===== src/tcc_pkg.sv =====
// ----------------------------------------------------------------------------
// tcc_pkg
// Types, codes and constants shared by the text console cursor engine.
// ----------------------------------------------------------------------------
package tcc_pkg;

  localparam int unsigned TAB_STOP_DEF  = 8;
  localparam int unsigned CMD_DEPTH_DEF = 4;
  localparam int unsigned RES_DEPTH_DEF = 4;

  localparam int unsigned ADV_W = 9;  // column plus one tab advance, up to 255 + 64

  localparam logic [7:0] WIDTH_RST  = 8'd80;
  localparam logic [7:0] HEIGHT_RST = 8'd25;

  localparam logic [7:0] CHAR_NUL = 8'd0;
  localparam logic [7:0] CHAR_TAB = 8'd9;
  localparam logic [7:0] CHAR_NL  = 8'd10;

  localparam logic ACT_CHAR   = 1'b0;
  localparam logic ACT_SETPOS = 1'b1;

  localparam logic CFG_IDX_WIDTH  = 1'b0;
  localparam logic CFG_IDX_HEIGHT = 1'b1;

  typedef enum logic [1:0] {
    KIND_GLYPH  = 2'd0,
    KIND_SCROLL = 2'd1,
    KIND_STATUS = 2'd2
  } kind_t;

  typedef enum logic [1:0] {
    OP_SETPOS  = 2'd0,
    OP_NEWLINE = 2'd1,
    OP_TAB     = 2'd2,
    OP_PRINT   = 2'd3
  } op_t;

  typedef struct packed {
    logic       action;
    logic [7:0] char_code;
    logic [7:0] new_col;
    logic [7:0] new_row;
  } in_word_t;

  typedef struct packed {
    kind_t      kind;
    logic [7:0] glyph;
    logic [7:0] row;
    logic [7:0] col;
    logic       ok;
    logic       last;
  } out_word_t;

  typedef struct packed {
    op_t        op;
    logic [7:0] ch;
    logic [7:0] nc;
    logic [7:0] nr;
  } cmd_t;

  // effective screen size, never zero
  typedef struct packed {
    logic [7:0] width;
    logic [7:0] height;
  } scr_cfg_t;

  typedef logic [ADV_W-1:0] tab_lut_t [256];

  // next tab stop for every column, built with a running remainder
  function automatic tab_lut_t build_tab_lut(input int unsigned ts);
    tab_lut_t    lut;
    int unsigned m;
    m = 0;
    for (int unsigned i = 0; i < 256; i++) begin
      lut[i] = ADV_W'(i + ts - m);
      if (m + 1 == ts) begin
        m = 0;
      end else begin
        m = m + 1;
      end
    end
    return lut;
  endfunction

endpackage


===== src/tcc_fifo.sv =====
// ----------------------------------------------------------------------------
// tcc_fifo
// Small first-word-fall-through queue held in registers.
// ----------------------------------------------------------------------------
module tcc_fifo #(
  parameter int unsigned WIDTH = 8,
  parameter int unsigned DEPTH = 4
) (
  input  logic             clk,
  input  logic             rst_n,
  input  logic             push,
  input  logic [WIDTH-1:0] din,
  output logic             full,
  input  logic             pop,
  output logic [WIDTH-1:0] dout,
  output logic             empty
);

  localparam int unsigned AW = (DEPTH > 1) ? $clog2(DEPTH) : 1;
  localparam int unsigned CW = $clog2(DEPTH + 1);
  localparam logic [AW-1:0] LastPtr = AW'(DEPTH - 1);
  localparam logic [CW-1:0] FullCnt = CW'(DEPTH);

  logic [WIDTH-1:0] mem_r [DEPTH];
  logic [AW-1:0]    wr_ptr_r, wr_ptr_nxt;
  logic [AW-1:0]    rd_ptr_r, rd_ptr_nxt;
  logic [CW-1:0]    cnt_r, cnt_nxt;
  logic             do_push, do_pop;

  assign full    = (cnt_r == FullCnt);
  assign empty   = (cnt_r == '0);
  assign do_push = push && !full;
  assign do_pop  = pop && !empty;
  assign dout    = mem_r[rd_ptr_r];

  always_comb begin
    wr_ptr_nxt = wr_ptr_r;
    rd_ptr_nxt = rd_ptr_r;
    cnt_nxt    = cnt_r;
    if (do_push) begin
      wr_ptr_nxt = (wr_ptr_r == LastPtr) ? '0 : wr_ptr_r + AW'(1);
    end
    if (do_pop) begin
      rd_ptr_nxt = (rd_ptr_r == LastPtr) ? '0 : rd_ptr_r + AW'(1);
    end
    if (do_push && !do_pop) begin
      cnt_nxt = cnt_r + CW'(1);
    end else if (do_pop && !do_push) begin
      cnt_nxt = cnt_r - CW'(1);
    end
  end

  always_ff @(posedge clk) begin
    if (!rst_n) begin
      wr_ptr_r <= '0;
      rd_ptr_r <= '0;
      cnt_r    <= '0;
    end else begin
      wr_ptr_r <= wr_ptr_nxt;
      rd_ptr_r <= rd_ptr_nxt;
      cnt_r    <= cnt_nxt;
    end
  end

  always_ff @(posedge clk) begin
    if (do_push) begin
      mem_r[wr_ptr_r] <= din;
    end
  end

endmodule


===== src/tcc_front.sv =====
// ----------------------------------------------------------------------------
// tcc_front
// Accepts input words, drops NUL characters and turns the rest into commands.
// ----------------------------------------------------------------------------
module tcc_front (
  input  logic            push,
  input  tcc_pkg::in_word_t in_word,
  input  logic            cmd_full,
  output logic            cmd_push,
  output tcc_pkg::cmd_t   cmd
);
  import tcc_pkg::*;

  logic drop;

  assign drop = (in_word.action == ACT_CHAR) && (in_word.char_code == CHAR_NUL);

  assign cmd_push = push && !cmd_full && !drop;

  always_comb begin
    cmd.ch = in_word.char_code;
    cmd.nc = in_word.new_col;
    cmd.nr = in_word.new_row;
    if (in_word.action == ACT_SETPOS) begin
      cmd.op = OP_SETPOS;
    end else if (in_word.char_code == CHAR_NL) begin
      cmd.op = OP_NEWLINE;
    end else if (in_word.char_code == CHAR_TAB) begin
      cmd.op = OP_TAB;
    end else begin
      cmd.op = OP_PRINT;
    end
  end

endmodule


===== src/tcc_back.sv =====
// ----------------------------------------------------------------------------
// tcc_back
// Holds the cursor and executes commands, at most one result word per cycle while the result queue is not full.
// ----------------------------------------------------------------------------
module tcc_back #(
  parameter int unsigned TAB_STOP = tcc_pkg::TAB_STOP_DEF
) (
  input  logic                clk,
  input  logic                rst_n,
  input  tcc_pkg::scr_cfg_t   scr,
  input  logic                cmd_valid,
  input  tcc_pkg::cmd_t       cmd,
  output logic                cmd_pop,
  input  logic                res_full,
  output logic                res_push,
  output tcc_pkg::out_word_t  res_word
);
  import tcc_pkg::*;

  localparam tab_lut_t TabLut = build_tab_lut(TAB_STOP);

  logic [7:0]       col_r, col_nxt;
  logic [7:0]       row_r, row_nxt;
  logic [7:0]       row_adv;
  logic [ADV_W-1:0] tab_adv;
  logic             wrap;
  logic [7:0]       pcol, prow;
  logic             act;

  assign row_adv = (row_r == 8'hFF) ? row_r : row_r + 8'd1;  // saturating
  assign tab_adv = TabLut[col_r];
  assign wrap    = (col_r >= scr.width);
  assign pcol    = wrap ? 8'd0 : col_r;
  assign prow    = wrap ? row_adv : row_r;

  // newline and tab never write a result, so they run even with the queue full
  assign act = cmd_valid && (!res_full || cmd.op == OP_NEWLINE || cmd.op == OP_TAB);

  always_comb begin
    col_nxt  = col_r;
    row_nxt  = row_r;
    cmd_pop  = 1'b0;
    res_push = 1'b0;
    res_word = '0;
    if (act) begin
      unique case (cmd.op)
        OP_SETPOS: begin
          res_push      = 1'b1;
          res_word.kind = KIND_STATUS;
          res_word.ok   = (cmd.nc < scr.width) && (cmd.nr < scr.height);
          res_word.last = 1'b1;
          cmd_pop       = 1'b1;
          if (res_word.ok) begin
            col_nxt = cmd.nc;
            row_nxt = cmd.nr;
          end
        end
        OP_NEWLINE: begin
          col_nxt = 8'd0;
          row_nxt = row_adv;
          cmd_pop = 1'b1;
        end
        OP_TAB: begin
          cmd_pop = 1'b1;
          if (tab_adv >= {1'b0, scr.width}) begin
            col_nxt = 8'd0;
            row_nxt = row_adv;
          end else begin
            col_nxt = tab_adv[7:0];
          end
        end
        OP_PRINT: begin
          res_push = 1'b1;
          if (prow >= scr.height) begin
            // scroll first, keep the command so the glyph goes out after the scroll
            res_word.kind = KIND_SCROLL;
            col_nxt       = pcol;
            row_nxt       = scr.height - 8'd1;
          end else begin
            res_word.kind  = KIND_GLYPH;
            res_word.glyph = cmd.ch;
            res_word.row   = prow;
            res_word.col   = pcol;
            res_word.last  = 1'b1;
            col_nxt        = pcol + 8'd1;
            row_nxt        = prow;
            cmd_pop        = 1'b1;
          end
        end
        default: begin
          cmd_pop = 1'b0;
        end
      endcase
    end
  end

  always_ff @(posedge clk) begin
    if (!rst_n) begin
      col_r <= 8'd0;
      row_r <= 8'd0;
    end else begin
      col_r <= col_nxt;
      row_r <= row_nxt;
    end
  end

endmodule


===== src/text_console_cursor_engine_top.sv =====
// ----------------------------------------------------------------------------
// text_console_cursor_engine_top
// Text-mode cursor tracker: turns character words into glyph, scroll and
// position status words.
//
//   channel   ports                          handshake
//   input     push, full, in_word            taken when push && !full
//   result    pop, empty, out_word           taken when pop && !empty
//   config    cfg_we, cfg_idx, cfg_wdata     written when cfg_we
//
// The front classifies one word per cycle into a command queue while it has
// room; the back retires one command per cycle unless the result queue stalls
// it, and a character that scrolls gives its scroll word before its glyph.
// A result passes the command queue and the result queue to reach out_word.
// Characters and set-position words wait in the back while the result queue
// is full; newline and tab retire anyway. full follows the command queue.
// Reset puts the cursor at row 0, column 0, the screen at 80 x 25 and
// empties both queues.
// ----------------------------------------------------------------------------
module text_console_cursor_engine_top #(
  parameter int unsigned TAB_STOP  = tcc_pkg::TAB_STOP_DEF,
  parameter int unsigned CMD_DEPTH = tcc_pkg::CMD_DEPTH_DEF,
  parameter int unsigned RES_DEPTH = tcc_pkg::RES_DEPTH_DEF
) (
  input  logic               clk,
  input  logic               rst_n,
  input  logic               push,
  output logic               full,
  input  tcc_pkg::in_word_t  in_word,
  input  logic               pop,
  output logic               empty,
  output tcc_pkg::out_word_t out_word,
  input  logic               cfg_we,
  input  logic               cfg_idx,
  input  logic [7:0]         cfg_wdata
);
  import tcc_pkg::*;

  localparam int unsigned CmdW = $bits(cmd_t);
  localparam int unsigned ResW = $bits(out_word_t);

  logic [7:0] width_r, height_r;
  scr_cfg_t   scr;

  logic            cmd_push, cmd_full, cmd_empty, cmd_pop;
  cmd_t            cmd_in, cmd_head;
  logic [CmdW-1:0] cmd_dout;

  logic            res_push, res_full;
  out_word_t       res_word;
  logic [ResW-1:0] res_dout;

  always_ff @(posedge clk) begin
    if (!rst_n) begin
      width_r  <= WIDTH_RST;
      height_r <= HEIGHT_RST;
    end else if (cfg_we) begin
      unique case (cfg_idx)
        CFG_IDX_WIDTH:  width_r  <= cfg_wdata;
        CFG_IDX_HEIGHT: height_r <= cfg_wdata;
        default:        width_r  <= width_r;
      endcase
    end
  end

  // a zero register counts as one
  assign scr.width  = (width_r == 8'd0) ? 8'd1 : width_r;
  assign scr.height = (height_r == 8'd0) ? 8'd1 : height_r;

  tcc_front u_front (
    .push     (push),
    .in_word  (in_word),
    .cmd_full (cmd_full),
    .cmd_push (cmd_push),
    .cmd      (cmd_in)
  );

  tcc_fifo #(
    .WIDTH (CmdW),
    .DEPTH (CMD_DEPTH)
  ) u_cmd_q (
    .clk   (clk),
    .rst_n (rst_n),
    .push  (cmd_push),
    .din   (cmd_in),
    .full  (cmd_full),
    .pop   (cmd_pop),
    .dout  (cmd_dout),
    .empty (cmd_empty)
  );

  assign cmd_head = cmd_t'(cmd_dout);
  assign full     = cmd_full;

  tcc_back #(
    .TAB_STOP (TAB_STOP)
  ) u_back (
    .clk       (clk),
    .rst_n     (rst_n),
    .scr       (scr),
    .cmd_valid (!cmd_empty),
    .cmd       (cmd_head),
    .cmd_pop   (cmd_pop),
    .res_full  (res_full),
    .res_push  (res_push),
    .res_word  (res_word)
  );

  tcc_fifo #(
    .WIDTH (ResW),
    .DEPTH (RES_DEPTH)
  ) u_res_q (
    .clk   (clk),
    .rst_n (rst_n),
    .push  (res_push),
    .din   (res_word),
    .full  (res_full),
    .pop   (pop),
    .dout  (res_dout),
    .empty (empty)
  );

  assign out_word = out_word_t'(res_dout);

  // a scroll keeps its character at the head of the command queue
  a_scroll_keeps_cmd: assert property (@(posedge clk) disable iff (!rst_n)
    res_push && res_word.kind == KIND_SCROLL |=> !cmd_empty)
    else $error("command lost after scroll");

  // a scroll is never the final word of its character
  a_scroll_not_last: assert property (@(posedge clk) disable iff (!rst_n)
    res_push && res_word.kind == KIND_SCROLL |-> !res_word.last && !cmd_pop)
    else $error("scroll marked last or popped its command");

  // glyphs always land on the screen
  a_glyph_on_screen: assert property (@(posedge clk) disable iff (!rst_n)
    res_push && res_word.kind == KIND_GLYPH |->
      res_word.row < scr.height && res_word.col < scr.width)
    else $error("glyph written off screen");

  // nothing is written into a full result queue
  a_no_res_overflow: assert property (@(posedge clk) disable iff (!rst_n)
    res_full |-> !res_push)
    else $error("result queue overflow");

endmodule

===== config.mk =====
export PLATFORM = sky130hd
export DESIGN_NAME = text_console_cursor_engine_top
export DESIGN_NICKNAME = d
export VERILOG_FILES = /design/src/tcc_pkg.sv /design/src/tcc_fifo.sv /design/src/tcc_front.sv /design/src/tcc_back.sv /design/src/text_console_cursor_engine_top.sv
export SDC_FILE = /design/constraint.sdc
export NUM_CORES = 1
export LEC_CHECK = 0
export ABC_AREA = 1
export BUFFER_PORTS_ARGS = -buffer_cell sky130_fd_sc_hd__buf_2
export CAP_MARGIN = 20
export CORE_MARGIN = 2
export CORE_UTILIZATION = 50
export CTS_BUF_LIST = sky130_fd_sc_hd__clkbuf_8
export CTS_CLUSTER_DIAMETER = 200
export DETAILED_ROUTE_END_ITERATION = 7
export GPL_ROUTABILITY_DRIVEN = 0
export GPL_TIMING_DRIVEN = 1
export PLACE_DENSITY = 0.79
export SLEW_MARGIN = 5
export SYNTH_ARGS = -nofsm -noshare
export SYNTH_HDL_FRONTEND = slang
export SYNTH_SLANG_ARGS = --single-unit

===== constraint.sdc =====
create_clock -name clk -period 4.6 [get_ports clk]
set_clock_uncertainty 0.2 [all_clocks]
set_input_delay 0.46 -clock clk [delete_from_list [all_inputs] [get_ports clk]]
set_output_delay 0.46 -clock clk [all_outputs]
set_load 0.1 [all_outputs]

==> results of run 1 <==
[Yosys cell counts, types with 2 or more instances]
| cell type | count |
|---|---|
| o21a_1 | 2 |
| nand4_1 | 12 |
| o31ai_1 | 2 |
| nand2_2 | 5 |
| ha_1 | 58 |
| a32oi_1 | 2 |
| xor2_1 | 7 |
| dfxtp_1 | 50 |
| or2_2 | 5 |
| clkbuf_1 | 40 |
| o21ai_0 | 136 |
| o22ai_1 | 42 |
| o21ai_1 | 7 |
| nor2_2 | 2 |
| nor3_1 | 7 |
| o211a_1 | 2 |
| nand2_1 | 162 |
| o21bai_1 | 2 |
| nor2_1 | 216 |
| inv_1 | 108 |
| fa_1 | 2 |
| buf_2 | 6 |
| inv_2 | 4 |
| edfxtp_1 | 216 |
| a21oi_1 | 56 |
| a31oi_1 | 6 |
| nand3_4 | 2 |
| a211oi_1 | 2 |
| o211ai_1 | 7 |
| nand3_1 | 34 |
[registers in the layout (all words and copies together) (netlist names), named ones only]
name and flops:
u_res_q.mem_r 112, u_cmd_q.mem_r 104, height_r 8, u_res_q.cnt_r 3, u_cmd_q.rd_ptr_r 2, u_res_q.rd_ptr_r 2, u_res_q.wr_ptr_r 2, u_cmd_q.cnt_r 3
u_back.row_r 8, u_back.col_r 8, u_cmd_q.wr_ptr_r 2, width_r 8
[power groups by stage]
stage / clock [mW] / sequential [mW] / combinational (mW)
after floorplan: 0 / 3.35 / 3.62
after CTS: 1.93 / 3.36 / 4.66
final: 1.89 / 3.36 / 4.72
after detailed placement: 0 / 3.41 / 4.62
after global placement: 0 / 3.39 / 4.51
after global routing: 2.02 / 3.40 / 5.13
[timing repair]
action	in CTS	in global routing
buffers inserted	0	4
resized for setup	0	7
endpoints found under the hold margin	101	0
hold buffers	28	0
endpoints found under the setup margin	0	2
[critical path: cells and delay by family, from the launching register on]
kind | cells | cell delay (ps)
AND/OR/NAND/NOR | 18 | 1840
buffers and inverters | 3 | 280
adder cells (fa/ha/maj) | 4 | 1080
AO/OA/AOI/OAI | 4 | 500
flip-flops | 1 | 340
[worst max-delay path by stage]
stage          startpoint             endpoint  slack [ps]  cells after the start
6_report       width_r[1]     u_cmd_q.cnt_r[2]         300                     29
2_1_floorplan    register  u_res_q.mem_r[0][0]         430                     12
5_1_grt        width_r[1]     u_cmd_q.cnt_r[2]           3                     31
3_5_place_dp   width_r[1]     u_cmd_q.cnt_r[2]         230                     32
3_3_place_gp   width_r[1]     u_cmd_q.cnt_r[2]         450                     32
4_1_cts        width_r[1]     u_cmd_q.cnt_r[2]         170                     32
[routing by layer]
| layer | vias up | track usage, % | wire length [um] |
|---|---|---|---|
| met5 | - | 0 | 0 |
| met4 | 0 | 9.42 | 973 |
| met3 | 75 | 4.55 | 2030 |
| met2 | 331 | 36.4 | 13600 |
| met1 | 4373 | 27.6 | 11800 |
| li1 | 4464 | - | - |
[stage by stage]
stage | worst slack (ps) | cells
floorplan | 427 | 1222
global placement | 454 | 1582
detailed placement | 234 | 1582
CTS | 175 | 1683
global route | 2.75 | 1687
finish | 301 | 1687
[cell usage in the layout (no fill, tap or decap), types with 3 or more instances in the layout]
cell type and count:
o211ai_1 7, nor2_1 207, nor2_2 8, clkinv_1 3
dfxtp_1 50, clkbuf_8 48, buf_2 68, nand2_1 162
a31oi_1 6, dlygate4sd3_1 28, nor2_4 4, inv_1 122
nand4_1 12, xor2_1 7, or2_2 5, nand3_1 34
nor3_1 7, o21ai_0 136, inv_2 5, buf_4 20
o21ai_1 7, ha_1 58, edfxtp_1 216, a21oi_1 56
o22ai_1 42, nand2_2 3
[cell families (layout without fill, tap and decap cells)]
group,count (synthesis),after routing,share of synthesized area (%)
simple gates,453,453,15.2
fa+ha+maj,60,60,6.20
buf+inv,161,302,5.03
flops,266,266,60.6
xor+xnor,8,8,0.567
compound gates,274,274,12.4
[layout make-up]
class	instances	area share, %
Tap cell	324	2.85
Clock inverter	25	0.978
Clock buffer	48	4.65
Multi-Input combinational cell	795	30.3
Timing Repair Buffer	117	5.57
Sequential cell	266	52.7
Inverter	112	2.98
==> run metrics, run 1 <==
status=completed; maximum VDD drop=0.719 mV; RSZ-0062 raised after global routing=no; Buffers on Ports=just under 70; post-synth cell types=50; total detailed-routing wirelength=between 20 and 30 mm; highest achievable clock rate=between 200 and 250 MHz; hold slack=35.7 ps; syn nets=1,321; Worst-Margin Slew=approximately 900 ps; Max clock buf depth=3; Synth-to-Final Area Change=15.0%; Crit Path Max Fanout=14; Worst R2R End=u_cmd_q.cnt_r[2]; worst skew pair latency=550 ps; grt ovf=0; Synth area leaders=edfxtp_1 (53%), dfxtp_1 (8.1%), nor2_1 (6.6%); Hold Startpoint=cfg_wdata[7]; height of the die=161 um; Via density=roughly 5.5; DRT antenna net count=0; Hold Path Class=input pin to register; Seq/Total Area, Yosys=around three fifths; design area=0.0142 mm2; initial antenna violation count=0; initial cell density of the core=a little over 50%; total die area=between 0.02 and 0.03 mm2; Num CTS Buffers=43; Worst setup EP type=register; Worst EP arrival=approximately 4600 ps; post-layout net count=roughly 1,400; area of the multi-input gates=0.00430 mm2; Post-Syn Area=about 0.012 mm2; LEAKAGE=5.49 nW; Hold Crit Depth=3; vias in the first global route=about 9,000; core area=0.0243 mm2; Fill cells=around 2,000; Relative slew margins=approximately two fifths; Synth Warn #=0; Pre-antenna DRT Iters=5; htree depth=2; HPWL after DPL=about 19 mm; Syn Area/Cell=between 10 and 15 um2; largest area contributor in the netlist=edfxtp_1; Yosys top cell area share=52.5%; Row Count=57; reg-to-reg slack, setup=300 ps; iteration-0 DRC count of the detailed router=roughly 760; drt wl/cell=16.8 um; Final Hold Vio Count=0; critical path type=register to register; worst r2r src=width_r[1]; Synth Instances=1,222; Gate power share=a little under half; Setup-failing EPs final=0; die width=roughly 160 um; Root Buffer=clkbuf_8; Most used DFF post-synth=edfxtp_1; critical path's most frequent cell=nand2_1; Post-synth EDFFs=~220; Clock Sinks=between 200 and 300; required time of the worst setup path=~5000 ps; largest net degree at the start of global routing=between 50 and 60; Yosys reg bits=about 270; Tot Pwr=~10 mW; post-layout min period=~4300 ps; maxcap violations=0; CTS tree=built; CP Launch Type=register; CP max-delay cell=fa_1; I/O Pins=~70; ant diodes=0; P_sw=roughly 4.7 mW; switch share=~47%; slowest stage delay, CP=between 300 and 400 ps; setup TNS=0 ps; Total GRT Usage=between 20% and 30%; asr flop ratio synth=0%; R2R depth=29; post-layout util=between 50% and 60%; first-pass GRT wire length=45.0 mm; register area=between 0.007 and 0.008 mm2; share of layout cells above drive strength 1=a little over an eighth; hold endpoint=height_r[7]; sequential power share=33.7%; Pint=about 5.3 mW; period utilisation layout=between 90 and 100%; # DRC=0; Cell Area, Placed=about 0.013 mm2; clk slew on worst S/H paths=about 60 ps; Power Dens Cells=approximately 700 mW/mm2; final number of max-transition violations=0; Clk network pwr share=19.0%; via count=between 9,000 and 10,000
(Power assumes the default switching activity.)
==> run 2: changes to the inputs <==
--- a/config.mk
+++ b/config.mk
@@ -20,3 +20,4 @@
 export SYNTH_ARGS = -nofsm -noshare
 export SYNTH_HDL_FRONTEND = slang
+export SYNTH_HIERARCHICAL = 1
 export SYNTH_SLANG_ARGS = --single-unit
--- a/constraint.sdc
+++ b/constraint.sdc
@@ -3,3 +3,3 @@
 set_input_delay 0.46 -clock clk [delete_from_list [all_inputs] [get_ports clk]]
 set_output_delay 0.46 -clock clk [all_outputs]
-set_load 0.1 [all_outputs]
+set_load 0.005 [all_outputs]
==> run 2 against run 1 <==
Net effect:
- design area up 1.6%
- synthesized cell count up 7.5%
- combinational power down 14%
- clock power down 5%
- power down 6.9%
- wire length about the same
- die area up 4.7%
- register-to-register slack about the same
- sequential power up 1%
==> run metrics, run 2 <==
status=completed; LEAKAGE=5.85 nW (+6.5%); Synth area leaders=edfxtp_1 (50%), dfxtp_1 (7.7%), nor2_1 (7.0%); pre-CTS setup slack=150 ps (-83.3 ps); I/O Pins=69 (unchanged); syn nets=1,413 (+7.0%); Row Count=58 (+1.8%); critical path type=register to register; Hold Path Class=input pin to register; Setup-failing EPs final=0 (unchanged); CP max-delay cell=dfxtp_1; period utilisation layout=93.6% (+0.12 points); RSZ-0062 raised after global routing=no; CP Launch Type=register; Yosys reg bits=266 (unchanged); most frequent cells in the layout=nor2_1 (232), edfxtp_1 (216), nand2_1 (164); Buffers on Ports=68 (unchanged); Synth-to-Final Area Change=11.5%; DRT antenna net count=0 (unchanged); CTS tree=built; total die area=0.0272 mm2 (+4.7%); Via density=5.39 (-1.5%); post-layout net count=1,489 (+3.8%); Worst EP arrival=4530 ps (-40 ps); HPWL after DPL=18.8 mm (-1.0%); Total GRT Usage=21.1% (-0.66 points); register area=0.00749 mm2 (unchanged); maximum VDD drop=0.294 mV (-59%); Post-synth top cells=nor2_1 (240), edfxtp_1 (216), nand2_1 (165); asr flop ratio synth=0% (unchanged); leading cell type by number of instances after synthesis=nor2_1; setup ws final=296 ps (-5.35 ps); Clock Sinks=266 (unchanged); iteration-0 DRC count of the detailed router=663 (-13%); largest net degree at the start of global routing=57 (unchanged); htree depth=2 (unchanged); Syn Area/Cell=9.85 um2 (-2.5%); design area=0.0144 mm2 (+1.6%); Max clock buf depth=3 (unchanged); Post-synth EDFFs=216 (unchanged); grt ovf=0 (unchanged); Pre-antenna DRT Iters=6 (+1); Fill cells=2,125 (+7.6%); maxcap violations=0 (unchanged); hold slack=35.4 ps (-0.322 ps); Power Dens Cells=643 mW/mm2 (-8.4%); vias in the first global route=9,162 (+1.4%); Synth Warn #=6 (+6); Crit Path Max Fanout=19 (+5); largest area contributor in the netlist=edfxtp_1; slowest stage delay, CP=470 ps (+80 ps); commonest non-fill, non-tap cell in the layout=nor2_1; total detailed-routing wirelength=28.3 mm (about the same); worst skew pair latency=540 ps (about the same); post-synth cell types=47 (-6.0%); drt wl/cell=16.1 um (-3.9%); via count=9,462 (+2.4%); setup TNS=0 ps (unchanged); Cell Area, Placed=0.0133 mm2 (+1.9%); initial cell density of the core=51.1% (+0.34 points); Num CTS Buffers=43 (unchanged); Yosys top cell area share=50.1% (-2.4 points); top flop regs=u_res_q/mem_r x112, u_cmd_q/mem_r x104; final number of max-transition violations=0 (unchanged); Relative slew margins=38.0% (-2.0 points); ant diodes=0 (unchanged); post-layout min period=4300 ps (+5.35 ps); required time of the worst setup path=4830 ps (-40 ps); initial antenna violation count=0 (unchanged); Worst-Margin Slew=929 ps (+30.8 ps); first-pass GRT wire length=45.3 mm (+0.60%); die width=165 um (+2.3%); share of layout cells above drive strength 1=14.7% (+1.5 points); max reg flops=112 (unchanged); Post-Syn Area=0.0129 mm2 (+4.8%); clk slew on worst S/H paths=60 ps (about the same); Most used DFF post-synth=edfxtp_1; core area=0.0253 mm2 (+4.1%); Seq/Total Area, Yosys=57.8% (-2.8 points); Root Buffer=clkbuf_8; Final Hold Vio Count=0 (unchanged); height of the die=165 um (+2.3%); Top reg by flops=u_res_q/mem_r; # DRC=0 (unchanged); Synth Instances=1,314 (+7.5%); Worst setup EP type=register; area of the multi-input gates=0.00444 mm2 (+3.4%); highest achievable clock rate=232 MHz (-0.12%)
==> run 2: changes by cell type in the layout (fill, tap and decap cells not counted), sizes merged, moves of 5 or more <==
cell,before,now
or2,5,10
inv,129,161
clkinv,5,12
nand2,168,174
nand3,37,29
o22ai,42,54
nor2,219,253
a21oi,57,41
==> run 2: cell families after synthesis <==
group / after synthesis / synth area share [%]
AO/OA/AOI/OAI: 260 / 11.5
XOR/XNOR: 9 / 0.609
adder cells (fa/ha/maj): 60 / 5.91
buffers and inverters: 227 / 8.29
flip-flops: 266 / 57.8
AND/OR/NAND/NOR: 492 / 15.9
==> run 2: cell type report <==
cell class,instances,area share [%]
flip-flops and latches,266,51.9
multi-input cells,821,30.8
repair buffers,116,5.37
clock buffers,45,4.29
inverters,142,3.75
well taps,330,2.86
clock inverters,34,1.06
==> run 2: path summary, 6_finish.rpt <==
path	slack, ps	startpoint	cells after the start	end
max	300	u_back/col_r[3]	27	u_cmd_q/cnt_r[2]
min	40	cfg_wdata[3]	3	height_r[3]
max reg2reg	300	u_back/col_r[3]	27	u_cmd_q/cnt_r[2]
min reg2reg	280	width_r[0]	2	width_r[0]
==> run 2: timing repair <==
item / in CTS / in global routing
hold buffers: 30 / 0
endpoints found under the hold margin: 103 / 0
buffers inserted: 0 / 2
gates resized for setup: 0 / 7
endpoints found under the setup margin: 0 / 6
==> run 2: metal layers <==
metal / wire length (um) / track usage (%) / vias to the layer above
met5: 0 / 0 / -
met4: 718 / 7.59 / 0
met3: 1820 / 4.07 / 70
met2: 13600 / 35.5 / 328
met1: 12200 / 27.3 / 4476
li1: - / - / 4588
==> run 2: power by group <==
group | total [mW] | internal (mW) | switching [mW]
Clock | 1.80 | 0.914 | 0.890
Combinational | 4.08 | 1.36 | 2.73
Sequential | 3.40 | 3.17 | 0.224
Total | 9.29 | 5.44 | 3.84
==> run 2: through the flow <==
stage,power [mW],cells,utilization [%]
floorplan,6.29,1314,-
finish,9.29,1754,57.0
global placement,7.25,1643,52.6
global route,9.94,1754,57.0
CTS,9.24,1752,56.8
detailed placement,7.40,1643,52.6
==> run 2: worst max-delay path: cells and delay by family, from the launching register on <==
family,cells,cell delay (ps)
simple gates,14,1390
flops,1,470
fa+ha+maj,4,1230
buf+inv,7,510
compound gates,2,410
==> run 3: changes to the inputs <==
Settings changed: PLACE_DENSITY 0.79 to unset, PLACE_DENSITY_LB_ADDON set to 0.3.
==> run 3 against run 2 <==
Net effect:
- count of clock-buffer cells in the layout increased by 1
- non-clock buffer count up 3
- hold slack lost 3.3 ps
- die area is the same
- cell count grew 0.34%
- power up 1.8%
- design area grew 0.70%
- sequential power down 1%
- sequential cell count is the same
- clock power grew 9%
- highest routed layer unchanged
==> run metrics, run 3 (synthesis results as in run 2) <==
Hold Startpoint=cfg_wdata[7]; Clock Sinks=266 (unchanged); # DRC=0 (unchanged); setup TNS=0 ps (unchanged); first-pass GRT wire length=43.7 mm (-3.5%); Buffers on Ports=68 (unchanged); HPWL after DPL=18.6 mm (-0.65%); maximum VDD drop=0.406 mV (+38%); maxcap violations=0 (unchanged); total die area=0.0272 mm2 (unchanged); Hold Crit Depth=3 (unchanged); RSZ-0062 raised after global routing=no; highest achievable clock rate=235 MHz (+1.2%); drt wl/cell=15.9 um (-1.3%); worst skew pair latency=550 ps (about the same); Total GRT Usage=20.7% (-0.41 points); die width=165 um (unchanged); vias in the first global route=8,446 (-7.8%); Final Hold Vio Count=0 (unchanged); status=completed; total detailed-routing wirelength=28.0 mm (-0.97%); hold endpoint=height_r[7]; iteration-0 DRC count of the detailed router=759 (+14%); reg-to-reg slack, setup=350 ps (+50 ps); required time of the worst setup path=4830 ps (about the same); max reg flops=112 (unchanged); post-layout net count=1,493 (+0.27%); commonest non-fill, non-tap cell in the layout=nor2_1; largest net degree at the start of global routing=57 (unchanged); Top reg by flops=u_res_q/mem_r; post-layout min period=4250 ps (-50.6 ps); worst r2r src=width_r[4]; initial antenna violation count=0 (unchanged); Worst EP arrival=4490 ps (-40 ps); Max clock buf depth=3 (unchanged); period utilisation layout=92.5% (-1.1 points); htree depth=2 (unchanged); Worst-Margin Slew=952 ps (+22.7 ps); critical path type=register to register; Worst R2R End=u_cmd_q/cnt_r[1]; top flop regs=u_res_q/mem_r x112, u_cmd_q/mem_r x104; share of layout cells above drive strength 1=15.2% (+0.50 points); Crit Path Max Fanout=14 (-5); pre-CTS setup slack=170 ps (+20.0 ps); Via density=5.25 (-2.6%); Num CTS Buffers=44 (+2.3%); CTS tree=built; critical path's most frequent cell=nand2_1; Placed Instances=1,644 (+0.061%); slowest stage delay, CP=410 ps (-60 ps); height of the die=165 um (unchanged); R2R depth=29 (+7.4%); Row Count=58 (unchanged); CP Launch Type=register; ant diodes=0 (unchanged); Worst setup EP type=register; via count=9,246 (-2.3%); Setup-failing EPs final=0 (unchanged); setup ws final=346 ps (+50.6 ps); Pre-antenna DRT Iters=7 (+1); LEAKAGE=5.89 nW (+0.63%); final number of max-transition violations=0 (unchanged); clk slew on worst S/H paths=60 ps (about the same); DRT antenna net count=0 (unchanged); hold slack=32.1 ps (-3.35 ps); Worst setup startpoint=width_r[4]; Root Buffer=clkbuf_8; Layout Cells excl Fill=1,760 (+0.34%); Synth-to-Final Area Change=12.3%; Power Dens Cells=650 mW/mm2 (+1.0%); Relative slew margins=36.5% (-1.5 points); initial cell density of the core=51.1% (unchanged); Hold Path Class=input pin to register; CP max-delay cell=fa_1; grt ovf=0 (unchanged); most frequent cells in the layout=nor2_1 (232), edfxtp_1 (216), nand2_1 (164); I/O Pins=69 (unchanged); core area=0.0253 mm2 (unchanged)
## run 3: cell types whose count changed in the layout (fill, tap and decap cells not counted), sizes merged
| cell | change |
|---|---|
| clkbuf | +1 |
| clkinv | +6 |
| buf | +4 |
| bufinv | +2 |
| dlygate4sd3 | -1 |
| inv | -6 |
## run 3: worst max-delay path: cells and delay by family, from the launching register on
family | cells | cell delay (ps)
and+or+nand+nor | 17 | 1450
adders and majority gates | 4 | 1170
AOI/OAI and AO/OA | 4 | 560
buffers and inverters | 4 | 410
DFF | 1 | 330
## run 3: what timing repair did
item	in CTS	in global routing
setup endpoints to repair	0	2
setup buffers	0	5
gates resized for setup	0	10
hold buffers	29	0
endpoints found under the hold margin	103	0
## run 3: area by class of cell
cell class	instances	area [um2]
well taps	330	413
multi-input cells	821	4450
clock buffers	46	633
flip-flops and latches	266	7490
repair buffers	119	796
clock inverters	36	208
inverters	142	543
fillers	2153	10800
## run 3: power breakdown
part	internal, mW	switching [mW]	leakage [nW]
registers	3.17	0.189	2.40
logic	1.38	2.75	3.01
clock network	1.04	0.914	0.477
total	5.59	3.86	5.89
## run 3: stage by stage
stage | util [%] | cell area [um2] | power (mW)
5_1_grt | 57.4 | 14500 | 10.1
6_report | 57.4 | 14500 | 9.45
3_5_place_dp | 52.6 | 13300 | 7.42
4_1_cts | 57.1 | 14500 | 9.41
3_3_place_gp | 52.6 | 13300 | 7.32
2_1_floorplan | - | 12900 | 6.29
## run 3: worst max path at each step
stage | endpoint | slack (ps) | cells after the start
after detailed placement | u_cmd_q/cnt_r[2] | 170 | 35
after global routing | u_cmd_q/cnt_r[2] | 7 | 35
after global placement | u_cmd_q/cnt_r[2] | 310 | 35
final | u_cmd_q/cnt_r[1] | 350 | 29
after floorplan | u_cmd_q/cnt_r[2] | 610 | 35
after CTS | u_cmd_q/cnt_r[2] | 120 | 35
## run 3: per-layer routing
| metal | up-vias | GRT usage, % | routed length [um] |
|---|---|---|---|
| met4 | 0 | 6.52 | 575 |
| met1 | 4332 | 28.0 | 12700 |
| met2 | 268 | 33.8 | 13200 |
| met5 | - | 0 | 0 |
| met3 | 45 | 3.99 | 1490 |
| li1 | 4601 | - | - |
